[config.mk]
export PLATFORM = sky130hd
export DESIGN_NAME = base64_stream_encoder_top_flat
export DESIGN_NICKNAME = d
export VERILOG_FILES = /design/src/b64e_pkg.sv /design/src/b64e_in_if.sv /design/src/b64e_out_if.sv /design/src/base64_stream_encoder_top.sv /design/src/b64e_cfg.sv /design/src/b64e_group.sv /design/src/b64e_emit.sv /design/src/flat_wrapper.sv
export VERILOG_INCLUDE_DIRS = /design/src /design/src/src
export SDC_FILE = /design/constraint.sdc
export NUM_CORES = 1
export LEC_CHECK = 0
export ABC_AREA = 1
export BUFFER_PORTS_ARGS = -buffer_cell sky130_fd_sc_hd__buf_2
export CORE_ASPECT_RATIO = 0.5
export CORE_MARGIN = 3
export CORE_UTILIZATION = 40
export CTS_CLUSTER_DIAMETER = 120
export DETAILED_ROUTE_END_ITERATION = 10
export GPL_ROUTABILITY_DRIVEN = 0
export GPL_TIMING_DRIVEN = 0
export PLACE_DENSITY_LB_ADDON = 0.08
export REMOVE_ABC_BUFFERS = 1
export SYNTH_ARGS = -nofsm -noshare
export SYNTH_HDL_FRONTEND = slang
export SYNTH_HIERARCHICAL = 1
export SYNTH_SLANG_ARGS = --single-unit
[constraint.sdc]
create_clock -name clk -period 6.27 [get_ports clk]
set_input_delay 0.627 -clock clk [delete_from_list [all_inputs] [get_ports clk]]
set_output_delay 0.627 -clock clk [all_outputs]
set_load 0.05 [all_outputs]
[src/assert_macros.svh]
// Shared assertion macros; every macro asserts on clk with arst_n low disabling.
`ifndef ASSERT_MACROS_SVH
`define ASSERT_MACROS_SVH

// Property holds at every clock edge out of reset.
`define ASSERT_ALWAYS(label, prop, msg) \
	label: assert property (@(posedge clk) disable iff (!arst_n) (prop)) else $error(msg);

// Antecedent in one cycle implies consequent in the next.
`define ASSERT_NEXT(label, ante, cons, msg) \
	label: assert property (@(posedge clk) disable iff (!arst_n) (ante) |=> (cons)) \
		else $error(msg);

`endif

[src/b64e_pkg.sv]
package b64e_pkg;

	localparam int CountWidthDef = 16;
	localparam int LimitWidth = 16;
	localparam int PaddrWidth = 2;
	localparam int PdataWidth = 32;

	localparam logic [PaddrWidth-1:0] ADDR_OUT_LIMIT = 2'd0;
	localparam logic [LimitWidth-1:0] OUT_LIMIT_RESET = 16'hFFFF;

	localparam logic [7:0] PAD_CHAR = 8'h3D;

	typedef struct packed {
		logic [7:0] in_byte;
		logic       last_byte;
	} in_item_t;

	typedef struct packed {
		logic [7:0]  out_char;
		logic        end_of_run;
		logic        end_of_message;
		logic        limit_hit;
		logic [15:0] chars_so_far;
	} out_item_t;

	// Characters formed from one input byte, emitted in order up to last_idx.
	typedef struct packed {
		logic [3:0][7:0] chars;
		logic [1:0]      last_idx;
		logic            last;
	} job_t;

	// Standard alphabet: A-Z, a-z, 0-9, '+', '/'.
	function automatic logic [7:0] b64_char(input logic [5:0] v);
		logic [7:0] w;
		w = {2'b00, v};
		priority if (v < 6'd26) begin
			return w + 8'h41;
		end else if (v < 6'd52) begin
			return w + 8'h47;
		end else if (v < 6'd62) begin
			return w - 8'h04;
		end else if (v == 6'd62) begin
			return 8'h2B;
		end else begin
			return 8'h2F;
		end
	endfunction

endpackage

[src/b64e_in_if.sv]
interface b64e_in_if import b64e_pkg::*; ();
	logic     valid;
	logic     ready;
	in_item_t item;

	modport source (output valid, output item, input ready);
	modport sink (input valid, input item, output ready);
endinterface

[src/b64e_out_if.sv]
interface b64e_out_if import b64e_pkg::*; ();
	logic      valid;
	logic      ready;
	out_item_t item;

	modport source (output valid, output item, input ready);
	modport sink (input valid, input item, output ready);
endinterface

[src/base64_stream_encoder_top.sv]
// Streaming base64 encoder, standard alphabet with '=' padding.
// raw: one transfer per source byte (in_byte, last_byte marks message end).
// enc: one transfer per output character with end_of_run, end_of_message,
//   limit_hit and the running character count chars_so_far.
// APB port: register 0 (byte address 0) is out_limit, the most characters
//   one message may produce; reset value 65535. Write only while idle.
// The first character of a byte goes from raw through the job register and
//   then the output register to enc.
// Throughput: a byte produces one to four characters, and the single output
//   register passes one character per cycle while enc is ready; a long
//   message gives four characters per three bytes. Bytes that arrive after
//   the limit stops output are dropped whole without producing characters.
// The next byte is taken as the last character of the current one is loaded
//   into the output register.
// Reset clears the group phase, carry bits, count and stop flag; out_limit
//   returns to 65535. When enc is stalled the output register holds its
//   character and raw backs up after one buffered byte.
module base64_stream_encoder_top import b64e_pkg::*; #(
	parameter int COUNT_WIDTH = CountWidthDef
) (
	input  logic                  clk,
	input  logic                  arst_n,
	input  logic                  psel,
	input  logic                  penable,
	input  logic                  pwrite,
	input  logic [PaddrWidth-1:0] paddr,
	input  logic [PdataWidth-1:0] pwdata,
	output logic [PdataWidth-1:0] prdata,
	output logic                  pready,
	b64e_in_if.sink               raw,
	b64e_out_if.source            enc
);

	logic [LimitWidth-1:0] out_limit;
	logic                  job_valid;
	logic                  job_done;
	job_t                  job;

	b64e_cfg u_cfg (
		.clk       (clk),
		.arst_n    (arst_n),
		.psel      (psel),
		.penable   (penable),
		.pwrite    (pwrite),
		.paddr     (paddr),
		.pwdata    (pwdata),
		.prdata    (prdata),
		.pready    (pready),
		.out_limit (out_limit)
	);

	b64e_group u_group (
		.clk       (clk),
		.arst_n    (arst_n),
		.raw       (raw),
		.job_done  (job_done),
		.job_valid (job_valid),
		.job       (job)
	);

	b64e_emit #(
		.COUNT_WIDTH (COUNT_WIDTH)
	) u_emit (
		.clk       (clk),
		.arst_n    (arst_n),
		.out_limit (out_limit),
		.job_valid (job_valid),
		.job       (job),
		.job_done  (job_done),
		.enc       (enc)
	);

endmodule

[src/b64e_cfg.sv]
module b64e_cfg import b64e_pkg::*; (
	input  logic                  clk,
	input  logic                  arst_n,
	input  logic                  psel,
	input  logic                  penable,
	input  logic                  pwrite,
	input  logic [PaddrWidth-1:0] paddr,
	input  logic [PdataWidth-1:0] pwdata,
	output logic [PdataWidth-1:0] prdata,
	output logic                  pready,
	output logic [LimitWidth-1:0] out_limit
);

	logic [LimitWidth-1:0] limit_q;

	assign pready = 1'b1;

	always_ff @(posedge clk or negedge arst_n) begin
		if (!arst_n) begin
			limit_q <= OUT_LIMIT_RESET;
		end else if (psel && penable && pwrite && pready && paddr == ADDR_OUT_LIMIT) begin
			limit_q <= pwdata[LimitWidth-1:0];
		end
	end

	always_comb begin
		prdata = '0;
		if (paddr == ADDR_OUT_LIMIT) begin
			prdata = PdataWidth'(limit_q);
		end
	end

	assign out_limit = limit_q;

endmodule

[src/b64e_group.sv]
module b64e_group import b64e_pkg::*; (
	input  logic clk,
	input  logic arst_n,
	b64e_in_if.sink raw,
	input  logic job_done,
	output logic job_valid,
	output job_t job
);

	logic [1:0] phase_q;
	logic [3:0] carry_q;
	logic       valid_s1;
	job_t       job_s1;
	job_t       job_d;
	logic [1:0] phase_d;
	logic [3:0] carry_d;
	logic [7:0] b;
	logic       take;

	assign raw.ready = !valid_s1 || job_done;
	assign take = raw.valid && raw.ready;
	assign b = raw.item.in_byte;

	always_comb begin
		job_d.chars = {4{PAD_CHAR}};
		job_d.last = raw.item.last_byte;
		unique case (phase_q)
			2'd0: begin
				job_d.chars[0] = b64_char(b[7:2]);
				carry_d = {2'b00, b[1:0]};
				phase_d = 2'd1;
				job_d.last_idx = 2'd0;
				if (raw.item.last_byte) begin
					job_d.chars[1] = b64_char({b[1:0], 4'b0000});
					job_d.last_idx = 2'd3;
				end
			end
			2'd1: begin
				job_d.chars[0] = b64_char({carry_q[1:0], b[7:4]});
				carry_d = b[3:0];
				phase_d = 2'd2;
				job_d.last_idx = 2'd0;
				if (raw.item.last_byte) begin
					job_d.chars[1] = b64_char({b[3:0], 2'b00});
					job_d.last_idx = 2'd2;
				end
			end
			default: begin
				job_d.chars[0] = b64_char({carry_q, b[7:6]});
				job_d.chars[1] = b64_char(b[5:0]);
				carry_d = 4'd0;
				phase_d = 2'd0;
				job_d.last_idx = 2'd1;
			end
		endcase
	end

	always_ff @(posedge clk or negedge arst_n) begin
		if (!arst_n) begin
			phase_q  <= 2'd0;
			carry_q  <= 4'd0;
			valid_s1 <= 1'b0;
		end else begin
			if (take) begin
				valid_s1 <= 1'b1;
				if (raw.item.last_byte) begin
					phase_q <= 2'd0;
					carry_q <= 4'd0;
				end else begin
					phase_q <= phase_d;
					carry_q <= carry_d;
				end
			end else if (job_done) begin
				valid_s1 <= 1'b0;
			end
		end
	end

	always_ff @(posedge clk) begin
		if (take) begin
			job_s1 <= job_d;
		end
	end

	assign job_valid = valid_s1;
	assign job = job_s1;

endmodule

[src/b64e_emit.sv]
`include "assert_macros.svh"

module b64e_emit import b64e_pkg::*; #(
	parameter int COUNT_WIDTH = CountWidthDef
) (
	input  logic                  clk,
	input  logic                  arst_n,
	input  logic [LimitWidth-1:0] out_limit,
	input  logic                  job_valid,
	input  job_t                  job,
	output logic                  job_done,
	b64e_out_if.source enc
);

	localparam int WideWidth = (COUNT_WIDTH > 16) ? COUNT_WIDTH : 16;
	localparam logic [COUNT_WIDTH-1:0] CountMax = {COUNT_WIDTH{1'b1}};

	logic [1:0]             k_q;
	logic [COUNT_WIDTH-1:0] count_q;
	logic                   stopped_q;
	logic                   out_valid_q;
	out_item_t              out_q;

	logic [COUNT_WIDTH-1:0] next_count;
	logic [WideWidth-1:0]   count_w;
	logic [WideWidth-1:0]   next_w;
	logic [WideWidth-1:0]   limit_w;
	logic                   out_free;
	logic                   blocked;
	logic                   emit;
	logic                   hit;
	logic                   run_end;

	assign next_count = count_q + 1'b1;
	assign count_w = WideWidth'(count_q);
	assign next_w = WideWidth'(next_count);
	assign limit_w = WideWidth'(out_limit);

	assign out_free = !out_valid_q || enc.ready;
	assign blocked = stopped_q || (count_w >= limit_w);
	assign emit = job_valid && !blocked && out_free;
	assign hit = (next_w >= limit_w) || (next_count == CountMax);
	assign run_end = (k_q == job.last_idx) || hit;
	// a blocked job is dropped whole, no output slot needed
	assign job_done = job_valid && (blocked || (out_free && run_end));

	always_ff @(posedge clk or negedge arst_n) begin
		if (!arst_n) begin
			k_q         <= 2'd0;
			count_q     <= '0;
			stopped_q   <= 1'b0;
			out_valid_q <= 1'b0;
		end else begin
			if (job_done) begin
				k_q <= 2'd0;
			end else if (emit) begin
				k_q <= k_q + 2'd1;
			end

			if (job_done && job.last) begin
				count_q   <= '0;
				stopped_q <= 1'b0;
			end else if (emit) begin
				count_q   <= next_count;
				stopped_q <= hit;
			end

			if (emit) begin
				out_valid_q <= 1'b1;
			end else if (enc.ready) begin
				out_valid_q <= 1'b0;
			end
		end
	end

	always_ff @(posedge clk) begin
		if (emit) begin
			out_q.out_char       <= job.chars[k_q];
			out_q.end_of_run     <= run_end;
			out_q.end_of_message <= run_end && job.last;
			out_q.limit_hit      <= hit;
			out_q.chars_so_far   <= next_w[15:0];
		end
	end

	assign enc.valid = out_valid_q;
	assign enc.item = out_q;

	`ASSERT_ALWAYS(a_hit_ends_run, !(out_valid_q && out_q.limit_hit) || out_q.end_of_run,
		"limit_hit without end_of_run")
	`ASSERT_ALWAYS(a_index_in_job, !job_valid || (k_q <= job.last_idx),
		"character index beyond job")
	`ASSERT_NEXT(a_msg_clears, job_done && job.last, count_q == '0 && !stopped_q,
		"message end did not clear count")

endmodule
[src/flat_wrapper.sv]
// flat-port wrapper written by rule: the top's interface ports become plain ports
module base64_stream_encoder_top_flat import b64e_pkg::*;
#(
	parameter int COUNT_WIDTH = CountWidthDef
)
  (clk, arst_n, psel, penable, pwrite, paddr, pwdata, prdata, pready, raw_valid, raw_item, raw_ready, enc_valid, enc_item, enc_ready);
  b64e_in_if raw_i ();
  b64e_out_if enc_i ();
  input  logic clk;
  input  logic arst_n;
  input  logic psel;
  input  logic penable;
  input  logic pwrite;
  input  logic [PaddrWidth-1:0] paddr;
  input  logic [PdataWidth-1:0] pwdata;
  output logic [PdataWidth-1:0] prdata;
  output logic pready;
  input wire logic [$bits(raw_i.valid)-1:0] raw_valid;
  input wire logic [$bits(raw_i.item)-1:0] raw_item;
  output wire logic [$bits(raw_i.ready)-1:0] raw_ready;
  output wire logic [$bits(enc_i.valid)-1:0] enc_valid;
  output wire logic [$bits(enc_i.item)-1:0] enc_item;
  input wire logic [$bits(enc_i.ready)-1:0] enc_ready;
  assign raw_i.valid = raw_valid;
  assign raw_i.item = raw_item;
  assign raw_ready = raw_i.ready;
  assign enc_valid = enc_i.valid;
  assign enc_item = enc_i.item;
  assign enc_i.ready = enc_ready;
  base64_stream_encoder_top #(.COUNT_WIDTH(COUNT_WIDTH)) u_core (.clk(clk), .arst_n(arst_n), .psel(psel), .penable(penable), .pwrite(pwrite), .paddr(paddr), .pwdata(pwdata), .prdata(prdata), .pready(pready), .raw(raw_i), .enc(enc_i));
endmodule
==> results.sh <==
export IMPL_power_density_nw_per_um2=393
export IMPL_core_area_um2=16900
export IMPL_drv_slew=0
export IMPL_ir_drop_uv=220
export IMPL_die_h_um=100
export IMPL_drt_antenna_violating_nets=0
export IMPL_maxSlewHeadroom_pct=30.8
export IMPL_setup_tns_ns=0
export IMPL_grt_max_degree=47
export IMPL_p_leak_uw=0.00393
export IMPL_fin_crit_ns=4.25
export IMPL_syn_inst=972
export IMPL_status="finished clean"
export IMPL_clock_root_buffer="clkbuf_16"
export IMPL_start_util_pct=42.2
export IMPL_grt_pass1_vias=6030
export IMPL_die_area_um2=19500
export IMPL_finalCritPeriodShare_pct=67.7
export IMPL_overflow=0
export IMPL_ff2ff_setup_slack_ns=2.07
export IMPL_pin_count=112
export IMPL_wl_per_cell_um=14.9
export IMPL_async_flop_share_pct=48.3
export IMPL_setup_violations=0
export IMPL_drc=0
export IMPL_ys_flop_type="edfxtp_1"
export IMPL_post_cts_buffers=0
export IMPL_layout_commonest_cell="nand2_1"
export IMPL_post_synth_cell_area_avg_um2=7.33
export IMPL_vias_per_cell=5.02
export IMPL_clkSinkCount=89
export IMPL_worst_pin_slew_ns=1.04
export IMPL_yosys_warnings=6
export IMPL_die_w_um=195
export IMPL_total_power_uw=3070
export IMPL_fmax_mhz=235
export IMPL_drt_pass1_iter_count=5
export IMPL_rsz0062_at_grt="no"
export IMPL_port_buffers=78
export IMPL_synth_seq_area_share_pct=34.8
export IMPL_synth_area_um2=7120
export IMPL_dp_cells=1247
export IMPL_fin_skew_ns=0.00808
export IMPL_maxCapViolCount=0
export IMPL_finalHoldViolations=0
export IMPL_track_usage_pct=19.5
export IMPL_cp_max_fo=7
export IMPL_antenna_found_initial=0
export IMPL_grt_pass1_wl_um=30900
export IMPL_cts_clk_slew_worst_paths_ns=0.07
export IMPL_core_rowCount=33
export IMPL_synth_seq_cells=89
export IMPL_drtIter0Drc=452
export IMPL_cp_required_ns=5.64
export IMPL_clock_latency_ns=0.35
export IMPL_ctsHoldBuffers=0
export IMPL_crit_path_end_kind="output port"
export IMPL_layout_common_cells="249 x nand2_1, 128 x inv_1, 91 x nand3_1"
export IMPL_syn_to_final_growth_pct=9.69
export IMPL_synth_distinct_cells=44
export IMPL_cp_start_kind="flop"
export IMPL_hpwlAfterDp_um=14200
export IMPL_clockBufferDepth=2
export IMPL_final_cells=1263
export IMPL_diodes=0
export IMPL_hold_path_class="primary input to asynchronous set/reset pin"
export IMPL_synth_edf_count=46
export IMPL_cts_resized=0
export IMPL_nets=1133
export IMPL_critical_path_class="flop to output port"
export IMPL_num_vias=6344
export IMPL_cts_buffers=9
export IMPL_postRouteWirelength_um=18900
export IMPL_fin_util_pct=46.3
export IMPL_h_tree_depth=3
export IMPL_cp_arrival_ns=3.62
export IMPL_drive_gt1_share_pct=15.3
export IMPL_cts_tree="yes"
Yosys cell counts, types with 11 or more instances:
master	number	area [um^2]
nor2_1	79	297
o22ai_1	11	68.8
o21ai_0	65	325
xor2_1	11	96.3
nand4_1	12	75.1
inv_1	129	484
buf_4	42	315
ha_1	52	651
dfrtp_1	27	676
nand2_1	249	935
edfxtp_1	46	1380
a21oi_1	32	160
inv_2	14	52.6
nand3_1	91	455
dfstp_2	16	420
layer usage:
layer	vias to the layer above	track usage (%)	wire length [um]
met5	-	0	0
met4	0	4.98	172
met3	12	2.75	746
met2	144	33.0	9150
met1	2978	26.7	8800
li1	3210	-	-
worst max-delay path: stages (launching register included):
cell and delay (ns):
dfrtp_1 0.49, ha_1 0.26, nand3_2 0.13, nor2_4 0.20, nand2_2 0.10, nor2_1 0.09, nand2_1 0.05, nand2_1 0.12
inv_1 0.08, ha_1 0.27, nand4_1 0.13, nor2_1 0.19, and3_1 0.18, nor2_1 0.09, nand3_2 0.11, nand2_2 0.06
a21oi_1 0.22, inv_1 0.11, nand2_1 0.10, buf_2 0.27
power breakdown:
part / internal (uW) / total [uW] / switching (uW)
Sequential: 893 / 1030 / 140
Combinational: 368 / 1430 / 1060
Clock: 359 / 612 / 253
logic make-up (layout without fill, tap and decap cells):
| kind of cell | Yosys count | in the layout | share of synthesized area (%) |
|---|---|---|---|
| and+or+nand+nor | 475 | 475 | 29.8 |
| buffers and inverters | 203 | 238 | 13.8 |
| AOI/OAI and AO/OA | 133 | 133 | 10.4 |
| DFF | 89 | 89 | 34.8 |
| adders and majority gates | 52 | 52 | 9.13 |
| xor gates and xnor gates | 16 | 16 | 1.97 |
| other | 4 | 33 | 0.211 |
worst paths after layout:
check | startpoint | end | depth (start not counted)
max in group asynchronous | arst_n | u_core/u_emit/count_q[10] | 1
min | arst_n | u_core/u_group/phase_q[0] | 1
max reg2reg | u_core/u_emit/count_q[1] | u_core/u_group/carry_q[3] | 21
max | u_core/u_emit/count_q[1] | raw_ready | 19
min reg2reg | u_core/u_cfg/out_limit[12] | u_core/u_cfg/out_limit[12] | 2
min in group clk | u_core/u_cfg/out_limit[12] | u_core/u_cfg/out_limit[12] | 2
layout make-up:
class	instances	area, um^2
repair buffers	79	405
multi-input cells	709	3780
clock inverters	7	109
inverters	143	537
flip-flops and latches	89	2480
fillers	1775	9070
clock buffers	9	225
well taps	227	284
registers in the layout (all words and copies together) (netlist names):
register / cells
u_core/u_cfg/out_limit: 16
u_core/u_emit/count_q: 16
u_core/u_emit/enc.item: 27
u_core/u_emit/enc.valid: 1
u_core/u_emit/k_q: 2
u_core/u_emit/stopped_q: 1
u_core/u_group/carry_q: 4
u_core/u_group/job: 19
u_core/u_group/job_valid: 1
u_core/u_group/phase_q: 2
stage by stage:
stage                     cell area, um^2  setup slack [ns]  hold slack [ns]
after CTS                            7820              2.01            0.474
after global placement               7460             0.887            0.462
final                                7820              2.02            0.457
after floorplan                      6790              2.16            0.331
after detailed placement             7480              2.10            0.463
after global routing                 7820              1.77            0.482
No activity file was read; power rests on OpenSTA's default activity.
